<file path="src/design/dbcd_pkg.sv">
// ----------------------------------------------------------------------------
// dbcd_pkg: shared types and constants for the dual button chord detector
// Operation codes, state codes, event codes, register indexes and reset values.
// ----------------------------------------------------------------------------
package dbcd_pkg;

  // Input operation codes
  localparam logic [1:0] OP_BUTTON1 = 2'd0;
  localparam logic [1:0] OP_BUTTON2 = 2'd1;
  localparam logic [1:0] OP_TICK    = 2'd2;

  // Result event codes
  localparam logic [1:0] EV_DUAL      = 2'd0;
  localparam logic [1:0] EV_CONFIRMED = 2'd1;
  localparam logic [1:0] EV_CANCELLED = 2'd2;

  // Configuration register indexes
  localparam logic [1:0] REG_PRESS_WINDOW    = 2'd0;
  localparam logic [1:0] REG_HOLD_TIME       = 2'd1;
  localparam logic [1:0] REG_SAMPLE_INTERVAL = 2'd2;

  // Configuration reset values
  localparam logic [15:0] PRESS_WINDOW_RESET    = 16'd500;
  localparam logic [15:0] HOLD_TIME_RESET       = 16'd3000;
  localparam logic [15:0] SAMPLE_INTERVAL_RESET = 16'd50;

  // Detector states
  typedef enum logic [2:0] {
    ST_IDLE       = 3'd0,
    ST_B1_PENDING = 3'd1,
    ST_B2_PENDING = 3'd2,
    ST_DUAL       = 3'd3,
    ST_HOLD       = 3'd4
  } detect_state_t;

endpackage

</file>
<file path="src/design/dual_button_chord_detector.sv">
// ----------------------------------------------------------------------------
// dual_button_chord_detector: two-button chord and hold detector
// Tracks presses of two buttons and sampled levels, reports dual/hold/cancel.
// ----------------------------------------------------------------------------
// Usage:
//   Input channel (in_valid/in_stall) carries one item per handshake: op
//   selects button one press, button two press or update tick; now_ms is the
//   wrapping millisecond time; the active-low levels count on ticks only.
//   Output channel (out_valid/out_stall) carries event_code: dual press,
//   hold confirmed or dual press cancelled. An item gives zero or one result.
//   An accepted item is held in the input register; its result, if any, is
//   loaded into the result register when the item leaves it.
//   The block takes one item per cycle while the receiver does not stall, via
//   the combinational compare and update logic between the two registers.
//   When the receiver stalls with a result waiting, the input register holds
//   its item and in_stall rises; nothing is dropped.
//   The user must write configuration (cfg_wen/cfg_index/cfg_data) only while
//   idle; the block does not enforce it. Index 3 is ignored.
//   Reset (rst, synchronous) returns to idle, clears all times and held
//   flags, and loads the default window, hold time and sample interval.
module dual_button_chord_detector (
  input  logic        clk,
  input  logic        rst,
  // configuration write port
  input  logic        cfg_wen,
  input  logic [1:0]  cfg_index,
  input  logic [15:0] cfg_data,
  // input channel
  input  logic        in_valid,
  output logic        in_stall,
  input  logic [1:0]  op,
  input  logic [31:0] now_ms,
  input  logic        button1_level,
  input  logic        button2_level,
  // output channel
  output logic        out_valid,
  input  logic        out_stall,
  output logic [1:0]  event_code
);

  // Configuration registers
  logic [15:0] press_window_ms;
  logic [15:0] hold_time_ms;
  logic [15:0] sample_interval_ms;

  // Input register
  logic        s1_valid;
  logic [1:0]  s1_op;
  logic [31:0] s1_now;
  logic        s1_lvl1;
  logic        s1_lvl2;

  // Detector state
  dbcd_pkg::detect_state_t detect_state, detect_state_next;
  logic [31:0] state_entry_ms, state_entry_ms_next;
  logic [31:0] button1_press_ms, button1_press_ms_next;
  logic [31:0] button2_press_ms, button2_press_ms_next;
  logic [31:0] dual_start_ms, dual_start_ms_next;
  logic [31:0] last_sample_ms, last_sample_ms_next;
  logic        button1_held, button1_held_next;
  logic        button2_held, button2_held_next;

  // Result of the item in the input register
  logic        res_valid;
  logic [1:0]  res_code;

  // Handshake control
  logic out_free;
  logic advance;
  logic in_fire;

  assign out_free = !out_valid || !out_stall;
  assign advance  = s1_valid && out_free;
  assign in_stall = s1_valid && !out_free;
  assign in_fire  = in_valid && !in_stall;

  // Differences, wrapping modulo 2^32
  logic [31:0] d_sample, d_entry, d_dual, d_b1, d_b2;
  logic        sample_now, b1_in_window, b2_in_window;

  assign d_sample     = s1_now - last_sample_ms;
  assign d_entry      = s1_now - state_entry_ms;
  assign d_dual       = s1_now - dual_start_ms;
  assign d_b1         = s1_now - button1_press_ms;
  assign d_b2         = s1_now - button2_press_ms;
  assign sample_now   = d_sample >= {16'd0, sample_interval_ms};
  assign b1_in_window = d_b1 <= {16'd0, press_window_ms};
  assign b2_in_window = d_b2 <= {16'd0, press_window_ms};

  // Config write
  always_ff @(posedge clk) begin
    if (rst) begin
      press_window_ms    <= dbcd_pkg::PRESS_WINDOW_RESET;
      hold_time_ms       <= dbcd_pkg::HOLD_TIME_RESET;
      sample_interval_ms <= dbcd_pkg::SAMPLE_INTERVAL_RESET;
    end else if (cfg_wen) begin
      case (cfg_index)
        dbcd_pkg::REG_PRESS_WINDOW:    press_window_ms    <= cfg_data;
        dbcd_pkg::REG_HOLD_TIME:       hold_time_ms       <= cfg_data;
        dbcd_pkg::REG_SAMPLE_INTERVAL: sample_interval_ms <= cfg_data;
        default: ;
      endcase
    end
  end

  // Load the input register; hold it while the result side is blocked
  always_ff @(posedge clk) begin
    if (rst) begin
      s1_valid <= 1'b0;
    end else if (in_fire) begin
      s1_valid <= 1'b1;
    end else if (advance) begin
      s1_valid <= 1'b0;
    end
  end

  always_ff @(posedge clk) begin
    if (in_fire) begin
      s1_op   <= op;
      s1_now  <= now_ms;
      s1_lvl1 <= button1_level;
      s1_lvl2 <= button2_level;
    end
  end

  // Next state of the detector
  always_comb begin
    detect_state_next     = detect_state;
    state_entry_ms_next   = state_entry_ms;
    button1_press_ms_next = button1_press_ms;
    button2_press_ms_next = button2_press_ms;
    dual_start_ms_next    = dual_start_ms;
    last_sample_ms_next   = last_sample_ms;
    button1_held_next     = button1_held;
    button2_held_next     = button2_held;
    res_valid             = 1'b0;
    res_code              = dbcd_pkg::EV_DUAL;

    case (s1_op)
      dbcd_pkg::OP_BUTTON1, dbcd_pkg::OP_BUTTON2: begin
        case (detect_state)
          dbcd_pkg::ST_B1_PENDING: begin
            if (s1_op == dbcd_pkg::OP_BUTTON2) begin
              button2_press_ms_next = s1_now;
              if (b1_in_window) begin
                dual_start_ms_next  = s1_now;
                detect_state_next   = dbcd_pkg::ST_DUAL;
                state_entry_ms_next = s1_now;
                res_valid           = 1'b1;
              end else begin
                detect_state_next     = dbcd_pkg::ST_IDLE;
                state_entry_ms_next   = '0;
                button1_press_ms_next = '0;
                button2_press_ms_next = '0;
                dual_start_ms_next    = '0;
                button1_held_next     = 1'b0;
                button2_held_next     = 1'b0;
              end
            end
          end
          dbcd_pkg::ST_B2_PENDING: begin
            if (s1_op == dbcd_pkg::OP_BUTTON1) begin
              button1_press_ms_next = s1_now;
              if (b2_in_window) begin
                dual_start_ms_next  = s1_now;
                detect_state_next   = dbcd_pkg::ST_DUAL;
                state_entry_ms_next = s1_now;
                res_valid           = 1'b1;
              end else begin
                detect_state_next     = dbcd_pkg::ST_IDLE;
                state_entry_ms_next   = '0;
                button1_press_ms_next = '0;
                button2_press_ms_next = '0;
                dual_start_ms_next    = '0;
                button1_held_next     = 1'b0;
                button2_held_next     = 1'b0;
              end
            end
          end
          dbcd_pkg::ST_DUAL, dbcd_pkg::ST_HOLD: ;
          default: begin
            // idle, and any unused code: arm the pending state
            state_entry_ms_next = s1_now;
            if (s1_op == dbcd_pkg::OP_BUTTON1) begin
              button1_press_ms_next = s1_now;
              detect_state_next     = dbcd_pkg::ST_B1_PENDING;
            end else begin
              button2_press_ms_next = s1_now;
              detect_state_next     = dbcd_pkg::ST_B2_PENDING;
            end
          end
        endcase
      end
      dbcd_pkg::OP_TICK: begin
        // sample the levels at most once per interval
        if (sample_now) begin
          button1_held_next   = !s1_lvl1;
          button2_held_next   = !s1_lvl2;
          last_sample_ms_next = s1_now;
        end
        case (detect_state)
          dbcd_pkg::ST_B1_PENDING, dbcd_pkg::ST_B2_PENDING: begin
            if (d_entry >= {16'd0, press_window_ms}) begin
              detect_state_next     = dbcd_pkg::ST_IDLE;
              state_entry_ms_next   = '0;
              button1_press_ms_next = '0;
              button2_press_ms_next = '0;
              dual_start_ms_next    = '0;
              button1_held_next     = 1'b0;
              button2_held_next     = 1'b0;
            end
          end
          dbcd_pkg::ST_DUAL: begin
            detect_state_next   = dbcd_pkg::ST_HOLD;
            state_entry_ms_next = s1_now;
          end
          dbcd_pkg::ST_HOLD: begin
            // release is checked before the hold time
            if (!(button1_held_next && button2_held_next)) begin
              res_valid = 1'b1;
              res_code  = dbcd_pkg::EV_CANCELLED;
            end else if (d_dual >= {16'd0, hold_time_ms}) begin
              res_valid = 1'b1;
              res_code  = dbcd_pkg::EV_CONFIRMED;
            end
            if (res_valid) begin
              detect_state_next     = dbcd_pkg::ST_IDLE;
              state_entry_ms_next   = '0;
              button1_press_ms_next = '0;
              button2_press_ms_next = '0;
              dual_start_ms_next    = '0;
              button1_held_next     = 1'b0;
              button2_held_next     = 1'b0;
            end
          end
          default: ;
        endcase
      end
      default: ;
    endcase
  end

  // Update the detector state when the item leaves the input register
  always_ff @(posedge clk) begin
    if (rst) begin
      detect_state     <= dbcd_pkg::ST_IDLE;
      state_entry_ms   <= '0;
      button1_press_ms <= '0;
      button2_press_ms <= '0;
      dual_start_ms    <= '0;
      last_sample_ms   <= '0;
      button1_held     <= 1'b0;
      button2_held     <= 1'b0;
    end else if (advance) begin
      detect_state     <= detect_state_next;
      state_entry_ms   <= state_entry_ms_next;
      button1_press_ms <= button1_press_ms_next;
      button2_press_ms <= button2_press_ms_next;
      dual_start_ms    <= dual_start_ms_next;
      last_sample_ms   <= last_sample_ms_next;
      button1_held     <= button1_held_next;
      button2_held     <= button2_held_next;
    end
  end

  // Result register: load on advance, drop once taken
  always_ff @(posedge clk) begin
    if (rst) begin
      out_valid <= 1'b0;
    end else if (advance) begin
      out_valid <= res_valid;
    end else if (!out_stall) begin
      out_valid <= 1'b0;
    end
  end

  always_ff @(posedge clk) begin
    if (advance && res_valid) begin
      event_code <= res_code;
    end
  end

endmodule

</file>
<file path="config.mk">
export PLATFORM = sky130hd
export DESIGN_NAME = dual_button_chord_detector
export DESIGN_NICKNAME = d
export VERILOG_FILES = /design/src/design/dbcd_pkg.sv /design/src/design/dual_button_chord_detector.sv
export SDC_FILE = /design/constraint.sdc
export NUM_CORES = 1
export LEC_CHECK = 0
export BUFFER_PORTS_ARGS = -buffer_cell sky130_fd_sc_hd__buf_2
export CELL_PAD_IN_SITES_DETAIL_PLACEMENT = 1
export CELL_PAD_IN_SITES_GLOBAL_PLACEMENT = 2
export CORE_ASPECT_RATIO = 1.5
export CORE_UTILIZATION = 42
export CTS_CLUSTER_DIAMETER = 60
export DETAILED_ROUTE_END_ITERATION = 8
export MAX_ROUTING_LAYER = met4
export PLACE_DENSITY_LB_ADDON = 0.1
export SYNTH_ARGS = -nofsm -noshare
export SYNTH_HDL_FRONTEND = slang
export SYNTH_SLANG_ARGS = --single-unit
</file>
<file path="constraint.sdc">
create_clock -name clk -period 9.25 [get_ports clk]
set_input_delay 1.85 -clock clk [delete_from_list [all_inputs] [get_ports clk]]
set_output_delay 1.85 -clock clk [all_outputs]
set_load 0.005 [all_outputs]
</file>
==> parameters.txt <==
Parameter                              Value

Setup path
  Kind of end point of the critical path    flop
  Count of buffering cells on the critical path with inverters included    4
  Reg-to-reg critical path endpoint    state_entry_ms[24]
  Family with the most delay on the worst path    compound AO/OA/AOI/OAI gates
  Critical R2R Launch    s1_now[1]
  Most repeated library cell on the critical path    buf_4
  CP max stage cell    edfxtp_1
  Critical-path maximum fanout    52
  Critical path type    reg -> reg
  CP Launch Type    flop
  Data arrival, critical path    8080 ps
  Endpoint required time on the critical path    9740 ps
  Worst setup slack for register-to-register paths    1670 ps
  Depth of the worst register-to-register path    24
  Crit-path max cell delay    660 ps
  List of cells traversed by the critical path    inv_1 -> fa_1 -> nand2b_1 -> a21o_1 -> and3b_1 -> o211a_4 -> o21ai_0 -> xor2_1 -> ha_1 -> a21oi_1 -> a21boi_0 -> a2111oi_2 -> nand4_1 -> a2111oi_0 -> o2111ai_1 -> nor4_2 -> nand4_2 -> mux2_4 -> o31ai_4 -> buf_4 -> buf_4 -> a211oi_4 -> buf_4 -> a22o_1
  Number of gates on the worst path with buffers counted    24

Logic synthesis
  Async set-reset flop share out of synthesis    0%
  Summed instance area of the synthesized netlist    21600 um2
  Share of cell area taken by muxes after synthesis    3.81%
  Fraction of post-synthesis cell area in the top cell type by area    19.9%
  Netlist cell types    90
  Synth Area in Compound Gates    25.0%
  Flops & latches, synth    253
  Most frequently used flop master after synthesis    dfxtp_1
  Warnings from Yosys    0
  Register area share after synthesis    25.2%
  EDFF count, synth    38
  Post-Synth XOR/XNOR Area    4.62%
  Combinational family with the most area after synthesis    compound AO/OA/AOI/OAI gates
  Gate count of the mapped netlist    2761
  Main area contributors after synthesis    dfxtp_1 20%, ha_1 14%, a21oi_1 5.7%, edfxtp_1 5.3%, nand2_1 5.1%
  Post-synthesis share of cell area spent on and, or, nand and nor gates    20.3%
  Avg Cell Area, Syn    7.82 um2
  Top cell type by total area after synthesis    dfxtp_1
  Arithmetic-cell share of the synthesized area counting full adders, half adders and majority gates    14.1%
  Syn_nets    3060

Clock tree
  Cells resized by post-CTS repair    0
  Clock Latency Late Sink    610 ps
  Maximum buffer depth of the clock tree    3
  TritonCTS clock tree    done
  CTS clock-pin slew for the worst setup and hold paths    70 ps
  Number of buffers added to fix hold violations after cts    0
  CTS Sinks    253
  TritonCTS buffer count    30
  H-Tree Level Count    1
  Number of post-CTS setup repair buffers    0
  Clock root buffer master    clkbuf_16

Final layout
  Most common cell after layout, fill and taps aside    nand2_1
  Final #Nets    3063
  Layout cells sized above 1    7.25%
  Most used cells in the layout excluding fill and tap cells    296 x nand2_1, 245 x inv_1, 244 x a21oi_1
  Synthesis-to-finish area growth    9.10%

Die
  Initial Utilization    42.6%
  Row cnt    101
  Ports    63
  Core outline area    50700 um2
  Chip Width    187 um
  Die height    280 um
  Area of the die    52300 um2

Min path
  Hold path startpoint    button2_press_ms[23]
  Worst Hold Path Cells    2
  Path type of the worst min-delay path    reg -> reg
  End point of the worst hold path    button2_press_ms[23]

Pwr
  Power per unit of standard cell area    158 nW/um2
  P_leak    9.15 nW
  Worst vdd rail ir drop    0.145 mV
  Total chip power    0.00372 W

Placement
  Global placer's final weighted congestion    0.942
  HPWL Detailed    63900 um
  Number of buffers inserted by port buffering    62

Routing
  Final routed wirelength across all metal layers    83400 um
  Detailed-route vias per instance    6.11
  Mean routed wirelength per cell    24.1 um
  Antenna viol nets, final    0
  Total number of vias    21100
  Iteration-0 DRC Markers    835
  DRC violations left    0
  Number of iterations in the first detailed-routing pass    5

STA
  Unrepaired setup endpoints after global routing    false
  Aggregate negative setup slack    0 ps
  Worst slew pin tran    1090 ps
  Slew Limit Headroom    27.6%
  Final critical delay including setup and external delays    7580 ps
  Share of the clock period used by the worst path    82.0%
  Final hold violations    0
  Achievable Freq    0.132 GHz
  Number of max-slew violations in the final report    0
  Final setup violation count    0
  Final setup skew    31.8 ps

Status
  Status    complete, no violations

Global routing
  Total overflow reported by the global router    0
  Global-route wire length before repair    127000 um
  Antenna violations before repair    4
  Number of global-route vias before repair    22300
  Overall Global Routing Usage    32.3%
  Maximum number of pins on one net before global-route repair    96

Job
  Number of max-cap violations    0
power by group:
| part | leakage [nW] | switching (W) | internal [W] | total [W] |
|---|---|---|---|---|
| combinational | 6.54 | 0.000828 | 0.000476 | 0.00130 |
| sequential | 2.12 | 0.0000386 | 0.00116 | 0.00120 |
| clock | 0.500 | 0.000537 | 0.000683 | 0.00122 |
| total | 9.15 | 0.00140 | 0.00232 | 0.00372 |
layout make-up:
| cell class | instances | area [um2] |
|---|---|---|
| timing repair buffer | 103 | 621 |
| clock inverter | 14 | 110 |
| sequential | 253 | 5450 |
| multi-input combinational | 2129 | 14700 |
| antenna | 3 | 7.51 |
| inverter | 247 | 930 |
| clock buffer | 42 | 898 |
| fill | 6237 | 27100 |
| tap | 669 | 837 |
cells by family (layout without fill, tap and decap cells):
group,after synthesis,after routing
compound gates,806,806
simple gates,888,888
flops,253,253
mux,81,81
other cells,0,3
fa+ha+maj,240,240
buf+inv,379,406
xor+xnor,114,114
metrics by stage:
| stage | hold slack [ps] | util (%) | instances | setup WS (ps) | area, um2 |
|---|---|---|---|---|---|
| after global routing | 474 | 46.5 | 3459 | 1380 | 23600 |
| after global placement | 443 | 44.5 | 3401 | 1940 | 22500 |
| after CTS | 459 | 46.5 | 3457 | 1760 | 23500 |
| after floorplan | 435 | - | 2761 | 3580 | 21600 |
| after detailed placement | 450 | 44.5 | 3401 | 1790 | 22500 |
| final | 458 | 46.5 | 3460 | 1670 | 23600 |
Yosys cell counts (8+ instances only):
library cell,number
nor4_1,48
xor2_1,47
nand2b_1,40
o311ai_0,10
buf_2,28
a31o_2,9
o21ai_1,11
a31o_1,27
or3_1,13
nor2b_1,22
a2111oi_0,11
nand4_1,45
and3_1,16
clkbuf_1,94
mux2i_1,77
xnor2_1,67
o22ai_1,9
a21boi_0,8
or4_1,42
a211oi_1,27
nand3b_1,8
a211o_1,24
dfxtp_1,215
a21oi_1,245
ha_1,235
o21a_1,32
nor2_1,180
a221oi_1,8
a22o_1,32
edfxtp_1,38
o21ai_0,117
and2_1,8
o2111ai_1,13
nand3_1,79
o211ai_1,30
a21o_1,59
o31ai_1,37
inv_1,246
nor3_1,48
nand2_1,296
o211a_1,8
a31oi_1,25
registers in the layout, summed over array words and instances, names as in the netlist, 2 cells and up:
signal              flops
s1_now                 32
state_entry_ms         32
event_code              2
sample_interval_ms     16
button2_press_ms       32
detect_state            3
dual_start_ms          32
press_window_ms        16
hold_time_ms           16
s1_op                   2
last_sample_ms         32
button1_press_ms       32
worst register-to-register path, stage by stage, from the launching register on:
cell	delay, ps
edfxtp_1	660
inv_1	280
fa_1	520
nand2b_1	190
a21o_1	200
and3b_1	260
o211a_4	300
o21ai_0	200
xor2_1	190
ha_1	280
a21oi_1	130
a21boi_0	130
a2111oi_2	360
nand4_1	130
a2111oi_0	520
o2111ai_1	220
nor4_2	220
nand4_2	450
mux2_4	510
o31ai_4	360
buf_4	290
buf_4	490
a211oi_4	70
buf_4	260
a22o_1	250
how the worst max path moves through the flow:
stage / startpoint / end / slack, ps
CTS: s1_now[1] / state_entry_ms[24] / 1760
finish: s1_now[1] / state_entry_ms[24] / 1670
global route: s1_now[1] / state_entry_ms[5] / 1380
detailed placement: s1_now[1] / state_entry_ms[9] / 1790
floorplan: s1_now[1] / state_entry_ms[0] / 3580
global placement: s1_now[1] / state_entry_ms[27] / 1940
routing by layer:
metal	global-route usage, %	routed length (um)	vias up
met3	4.03	2790	245
li1	-	-	10100
met2	61.3	44400	396
met4	20.8	6070	0
met1	30.6	30200	10400
met5	-	0	-
(Power assumes the default switching activity.)
